===== config.mk =====
export PLATFORM = sky130hd
export DESIGN_NAME = rof_tracker
export DESIGN_NICKNAME = d
export VERILOG_FILES = /design/src/design/rof_pkg.sv /design/src/design/rof_tracker.sv
export SDC_FILE = /design/constraint.sdc
export NUM_CORES = 1
export LEC_CHECK = 0
export BUFFER_PORTS_ARGS = -buffer_cell sky130_fd_sc_hd__buf_4
export CORE_ASPECT_RATIO = 0.8
export CORE_UTILIZATION = 30
export DETAILED_ROUTE_END_ITERATION = 10
export HOLD_SLACK_MARGIN = 0.06
export PLACE_DENSITY = 0.5
export SETUP_SLACK_MARGIN = 0.5
export SLEW_MARGIN = 15
export SYNTH_ARGS = -nofsm -noshare
export SYNTH_HDL_FRONTEND = slang
export SYNTH_SLANG_ARGS = --single-unit

===== constraint.sdc =====
create_clock -name clk -period 6.41 [get_ports clk]
set_clock_uncertainty 0.2 [all_clocks]
set_input_delay 0.641 -clock clk [delete_from_list [all_inputs] [get_ports clk]]
set_output_delay 0.641 -clock clk [all_outputs]
set_load 0.02 [all_outputs]

===== src/design/rof_pkg.sv =====
// ============================================================================
// rof_pkg: shared definitions for the ring orientation filter
// Field widths, default parameter values and the vertex count limit used by
// the verdict.
// ============================================================================
`default_nettype none

package rof_pkg;

    // Width of the coordinate fields on the vertex channel.
    localparam int FIELD_W = 32;

    // Default parameter values for the top level.
    localparam int MAX_VERTICES_DEF = 65536;
    localparam int COORD_BITS_DEF   = 32;

    // A ring with this many vertices or fewer is never kept.
    localparam int FEW_LIMIT = 2;

endpackage

`default_nettype wire


===== src/design/rof_tracker.sv =====
// ============================================================================
// rof_tracker: per-vertex tracking of the lowest vertex of a ring
// Keeps the first, previous and lowest vertex with its neighbors, and at ring
// end hands the three corner vertices and the size test to a job register.
// ============================================================================
`default_nettype none

module rof_tracker #(
    parameter int MAX_VERTICES = rof_pkg::MAX_VERTICES_DEF,
    parameter int COORD_BITS   = rof_pkg::COORD_BITS_DEF
) (
    input  wire logic                           clk,
    input  wire logic                           rst_n,
    input  wire logic                           in_valid,
    output logic                                in_ready,
    input  wire logic signed [rof_pkg::FIELD_W-1:0] in_x,
    input  wire logic signed [rof_pkg::FIELD_W-1:0] in_y,
    input  wire logic                           in_end,
    output logic                                job_valid,
    input  wire logic                           job_ready,
    output logic signed [COORD_BITS-1:0]        job_low_x,
    output logic signed [COORD_BITS-1:0]        job_low_y,
    output logic signed [COORD_BITS-1:0]        job_pred_x,
    output logic signed [COORD_BITS-1:0]        job_pred_y,
    output logic signed [COORD_BITS-1:0]        job_succ_x,
    output logic signed [COORD_BITS-1:0]        job_succ_y,
    output logic                                job_few
);
    import rof_pkg::*;

    localparam int CW    = COORD_BITS;
    localparam int CNT_W = $clog2(MAX_VERTICES + 1);

    logic signed [CW-1:0] first_x_reg, first_y_reg, prev_x_reg, prev_y_reg;
    logic signed [CW-1:0] low_x_reg, low_y_reg, pred_x_reg, pred_y_reg;
    logic signed [CW-1:0] succ_x_reg, succ_y_reg;
    logic signed [CW-1:0] first_x_next, first_y_next, low_x_next, low_y_next;
    logic signed [CW-1:0] pred_x_next, pred_y_next, succ_x_next, succ_y_next;
    logic [CNT_W-1:0]     count_reg, count_next, count_sum;
    logic                 await_reg, await_next, await_upd;
    logic                 job_valid_reg;
    logic signed [CW-1:0] job_low_x_reg, job_low_y_reg, job_pred_x_reg, job_pred_y_reg;
    logic signed [CW-1:0] job_succ_x_reg, job_succ_y_reg;
    logic                 job_few_reg;
    logic signed [CW-1:0] x, y;
    logic                 accept;

    // Coordinates are taken at COORD_BITS and treated as signed.
    assign x = in_x[CW-1:0];
    assign y = in_y[CW-1:0];

    assign in_ready = !job_valid_reg || job_ready;
    assign accept   = in_valid && in_ready;

    // Next tracking state for the vertex on the input.
    always_comb
    begin
        first_x_next = first_x_reg;
        first_y_next = first_y_reg;
        low_x_next   = low_x_reg;
        low_y_next   = low_y_reg;
        pred_x_next  = pred_x_reg;
        pred_y_next  = pred_y_reg;
        succ_x_next  = succ_x_reg;
        succ_y_next  = succ_y_reg;
        await_upd    = await_reg;
        if (count_reg == '0)
        begin
            first_x_next = x;
            first_y_next = y;
            low_x_next   = x;
            low_y_next   = y;
            await_upd    = 1'b1;
        end
        else
        begin
            if (await_reg)
            begin
                succ_x_next = x;
                succ_y_next = y;
                await_upd   = 1'b0;
            end
            if (y < low_y_reg)
            begin
                low_x_next  = x;
                low_y_next  = y;
                pred_x_next = prev_x_reg;
                pred_y_next = prev_y_reg;
                await_upd   = 1'b1;
            end
        end
        if (count_reg < CNT_W'(MAX_VERTICES))
            count_sum = count_reg + CNT_W'(1);
        else
            count_sum = count_reg;
        // A ring end starts a new ring.
        if (in_end)
        begin
            count_next = '0;
            await_next = 1'b0;
        end
        else
        begin
            count_next = count_sum;
            await_next = await_upd;
        end
    end

    // Tracking state.
    always_ff @(posedge clk or negedge rst_n)
    begin
        if (!rst_n)
        begin
            first_x_reg <= '0;
            first_y_reg <= '0;
            prev_x_reg  <= '0;
            prev_y_reg  <= '0;
            low_x_reg   <= '0;
            low_y_reg   <= '0;
            pred_x_reg  <= '0;
            pred_y_reg  <= '0;
            succ_x_reg  <= '0;
            succ_y_reg  <= '0;
            count_reg   <= '0;
            await_reg   <= 1'b0;
        end
        else if (accept)
        begin
            first_x_reg <= first_x_next;
            first_y_reg <= first_y_next;
            prev_x_reg  <= x;
            prev_y_reg  <= y;
            low_x_reg   <= low_x_next;
            low_y_reg   <= low_y_next;
            pred_x_reg  <= pred_x_next;
            pred_y_reg  <= pred_y_next;
            succ_x_reg  <= succ_x_next;
            succ_y_reg  <= succ_y_next;
            count_reg   <= count_next;
            await_reg   <= await_next;
        end
    end

    // Job valid flag.
    always_ff @(posedge clk or negedge rst_n)
    begin
        if (!rst_n)
            job_valid_reg <= 1'b0;
        else if (accept && in_end)
            job_valid_reg <= 1'b1;
        else if (job_ready)
            job_valid_reg <= 1'b0;
    end

    // Corner vertices at ring end. When the lowest vertex is the first one its
    // predecessor is the last vertex; while it has no successor yet, the
    // successor is the first vertex.
    always_ff @(posedge clk)
    begin
        if (accept && in_end)
        begin
            job_low_x_reg <= low_x_next;
            job_low_y_reg <= low_y_next;
            if (low_y_next == first_y_next)
            begin
                job_pred_x_reg <= x;
                job_pred_y_reg <= y;
            end
            else
            begin
                job_pred_x_reg <= pred_x_next;
                job_pred_y_reg <= pred_y_next;
            end
            if (await_upd)
            begin
                job_succ_x_reg <= first_x_next;
                job_succ_y_reg <= first_y_next;
            end
            else
            begin
                job_succ_x_reg <= succ_x_next;
                job_succ_y_reg <= succ_y_next;
            end
            job_few_reg <= (count_sum <= CNT_W'(FEW_LIMIT));
        end
    end

    assign job_valid  = job_valid_reg;
    assign job_low_x  = job_low_x_reg;
    assign job_low_y  = job_low_y_reg;
    assign job_pred_x = job_pred_x_reg;
    assign job_pred_y = job_pred_y_reg;
    assign job_succ_x = job_succ_x_reg;
    assign job_succ_y = job_succ_y_reg;
    assign job_few    = job_few_reg;

endmodule

`default_nettype wire


==> flow_summary.yaml <==
synth:
  synth-edff-count: 193
  syn_area_sq_mm: 0.02470
  ys_seq_area_share_pct: 57.82
  syn_inst: 2065
  synthMuxAreaShare_pct: 18.44
  synth_fp_nets: 2167
  synth_ff_type: "dfrtp_1"
  yosys_register_bits: 532
  synth_top_family_by_area: "multiplexers"
  synth.avg_cell_area_sq_um: 11.96
  synth.distinct_cells: 64
  synth-xor-area-share_pct: 0.7448
  yosys.area_share.simple_pct: 9.393
  yosysWarningCount: 0
  synth_top_cell_area_share_pct: 34.35
  synth_area_leader_cell: "dfrtp_1"
  synthArstFlopShare_pct: 63.72
  synthAdderAreaFrac_pct: 1.672
  synth_area_leaders: "dfrtp_1 (34%), edfxtp_1 (23%), mux2_2 (14%), nand2_1 (6.7%), o21ai_0 (3.2%)"
  synth-compound-area-share_pct: 8.506
sta:
  maxSlewViolCount: 0
  hold_viol: 0
  finalSetupTns_ns: 0
  fin_ws_ns: 0.8450
  hold_ws_ns: 0.1000
  worst_pin_slew_ns: 1.052
  fin_crit_sh_pct: 86.82
  finalSetupViolCount: 0
  min_period_ns: 5.565
  fmax_ghz: 0.1797
  rsz0062_at_grt: "no"
  slew_headroom_pct: 29.86
floorplan:
  dieArea_sq_mm: 0.08348
  fp.dieW_um: 322.8
  initial_core_util_pct: 30.49
  rows: 93
  io_pins: 264
  core_region_area_sq_mm: 0.08099
  die-height_um: 258.6
status:
  status: "complete, no violations"
power:
  peakVddDrop_mv: 0.2368
  p_leak_nw: 12.72
  finalPower_mw: 15.34
  p_per_area_mw_per_mm2: 511.2
clock_network:
  h-tree-depth: 2
  postCtsSetupBuffers: 0
  cts-root-buf: "clkbuf_16"
  cts.sinks: 532
  clock_latency_ns: 0.65
  path_clk_slew_ns: 0.06
  cts_tree: "yes"
  cts_buffers: 57
  cts_buffer_depth: 3
detailed_routing:
  wire_per_inst_um: 22.22
  totalWireLength_um: 76870
  drc_errors: 0
  drtIter0Drc: 1122
  via_per_inst: 4.915
  postRouteAntennaNets: 0
  firstDrtPassIters: 5
  dr_total_vias: 17010
layout:
  fin_nets: 2421
  area_growth_pct: 21.49
  stdcell_area_sq_mm: 0.03000
  diodes: 0
  nFillCells: 7940
  layout-drive-gt1-share_pct: 31.38
global_route:
  grt_pass1_wl_um: 115600
  grt.total_usage_pct: 18.39
  grt_start_max_net_pins: 122
  grt_pass1_vias: 17490
  antenna_found_initial: 2
  overflow: 0
place:
  portBuffers: 263
  routabilityCongestion: 0.9350
  placed_cell_area_sq_mm: 0.02776
  hpwlAfterDp_um: 50020
  dp_slack_ns: 0.6728
worst_setup_path:
  cpMaxStageDelayCell: "a211oi_2"
  crit_arrival_ns: 5.72
  required_ns: 6.57
  timing.critical_path.depth: 15
  cp-end-kind: "flop"
  cp-start-kind: "input port"
  worstSetupPathType: "in -> reg"
  cpLargestDelayFamily: "compound AO/OA/AOI/OAI gates"
  crit_buf_inv: 3
  reg2reg_depth: 14
  max_stage_delay_ns: 0.84
  crit_path_cell_trace: "dlygate4sd3_1 > buf_4 > ha_1 > and2_1 > a221o_1 > a21oi_2 > o21ai_2 > a211oi_2 > mux2_2 > nand3_1 > o311ai_0 > or4_1 > o31ai_4 > buf_4 > mux2_1"
  crit_top_cell: "buf_4"
  critPathMaxFanout: 24
hold_path:
  hold_path_depth: 3
  hp-class: "in -> reg"
run:
  cap_viol_max_count: 0
-- path summary, 6_finish.rpt --
check	slack [ns]	end	from
max	0.85	job_pred_x[31]$_DFFE_PP_	in_y[26]
min	0.10	prev_x_reg[21]$_DFFE_PN0P_	in_x[21]
max reg2reg	0.95	job_pred_x[31]$_DFFE_PP_	low_y_reg[2]$_DFFE_PN0P_
min reg2reg	0.27	low_x_reg[27]$_DFFE_PN0P_	low_x_reg[27]$_DFFE_PN0P_
max in group asynchronous	4.17	low_x_reg[4]$_DFFE_PN0P_	rst_n
min in group asynchronous	0.49	pred_y_reg[9]$_DFFE_PN0P_	rst_n
-- layer usage --
layer  routed length (um)  vias up  GRT usage (%)
li1                     -     7862              -
met1                37570     8652          27.15
met2                34050      402          27.87
met3                 3839       89          3.368
met4                 1407        2          4.055
met5                    8        -              0
-- report_power, final --
part | internal (mW) | switching [mW] | total [mW]
Combinational | 2.79 | 3.43 | 6.22
Sequential | 4.97 | 0.817 | 5.79
Clock | 1.92 | 1.40 | 3.32
Total | 9.69 | 5.65 | 15.3
-- timing repair --
item,CTS,global route
gates resized for setup,0,0
hold buffers,36,0
hold endpoints to repair,134,0
-- cells in the final DEF (no fill, tap or decap), types with 39 or more instances in the layout --
cell type | netlist | routed
buf_4 | 3 | 280
inv_1 | 61 | 60
o21ai_0 | 160 | 160
dfrtp_1 | 339 | 339
a21oi_1 | 39 | 39
clkbuf_16 | 0 | 59
a22oi_1 | 67 | 67
nand2_1 | 443 | 439
edfxtp_1 | 193 | 193
mux2_2 | 298 | 298
mux2_4 | 50 | 50
-- cell usage after synthesis, types with 3 or more instances --
| library cell | count |
|---|---|
| a2111oi_0 | 4 |
| o21ai_0 | 160 |
| inv_1 | 61 |
| o22ai_1 | 18 |
| o211ai_1 | 4 |
| nor2_1 | 25 |
| and3_1 | 6 |
| xnor2_1 | 11 |
| buf_12 | 6 |
| ha_1 | 33 |
| edfxtp_1 | 193 |
| xor2_1 | 10 |
| nand3_1 | 12 |
| mux2_2 | 298 |
| mux2_1 | 6 |
| nand4_1 | 8 |
| a31oi_1 | 10 |
| dfrtp_1 | 339 |
| a221o_1 | 3 |
| o2111ai_1 | 3 |
| nand2_1 | 443 |
| a21oi_1 | 39 |
| a22oi_1 | 67 |
| mux2_4 | 50 |
| buf_4 | 3 |
| nor4_1 | 14 |
| buf_2 | 3 |
| nand2b_1 | 15 |
| clkbuf_1 | 94 |
| nor3_1 | 14 |
| buf_1 | 20 |
| mux2i_1 | 38 |
| and4_1 | 3 |
| and2_1 | 4 |
| nor2b_1 | 7 |
-- per-stage QoR --
step,util (%),cells
after global routing,37.05,3460
after global placement,34.27,3315
final,37.05,3460
after floorplan,-,2065
after CTS,37.02,3459
after detailed placement,34.27,3315
-- layout make-up --
type                    instances  area (sq um)  share of cell area (%)
clock buffers                  93          1734                   5.780
clock inverters                15         132.6                  0.4421
inverters                      62         236.5                  0.7882
multi-input cells            1342          9637                   32.12
flip-flops and latches        532         14280                   47.59
well taps                    1092          1366                   4.554
repair buffers                324          2618                   8.724
-- tightest hold or removal path, delay by kind of cell --
family        cells  cell delay, ns
buf+inv           1            0.12
simple gates      2            0.11
-- kinds of logic after synthesis --
kind of cell / count (synthesis)
multiplexers: 392
AND/OR/NAND/NOR: 559
adder cells (fa/ha/maj): 33
buffers and inverters: 191
XOR/XNOR: 21
AO/OA/AOI/OAI: 337
flip-flops: 532
Note: power is estimated with default switching activity, not from simulation.
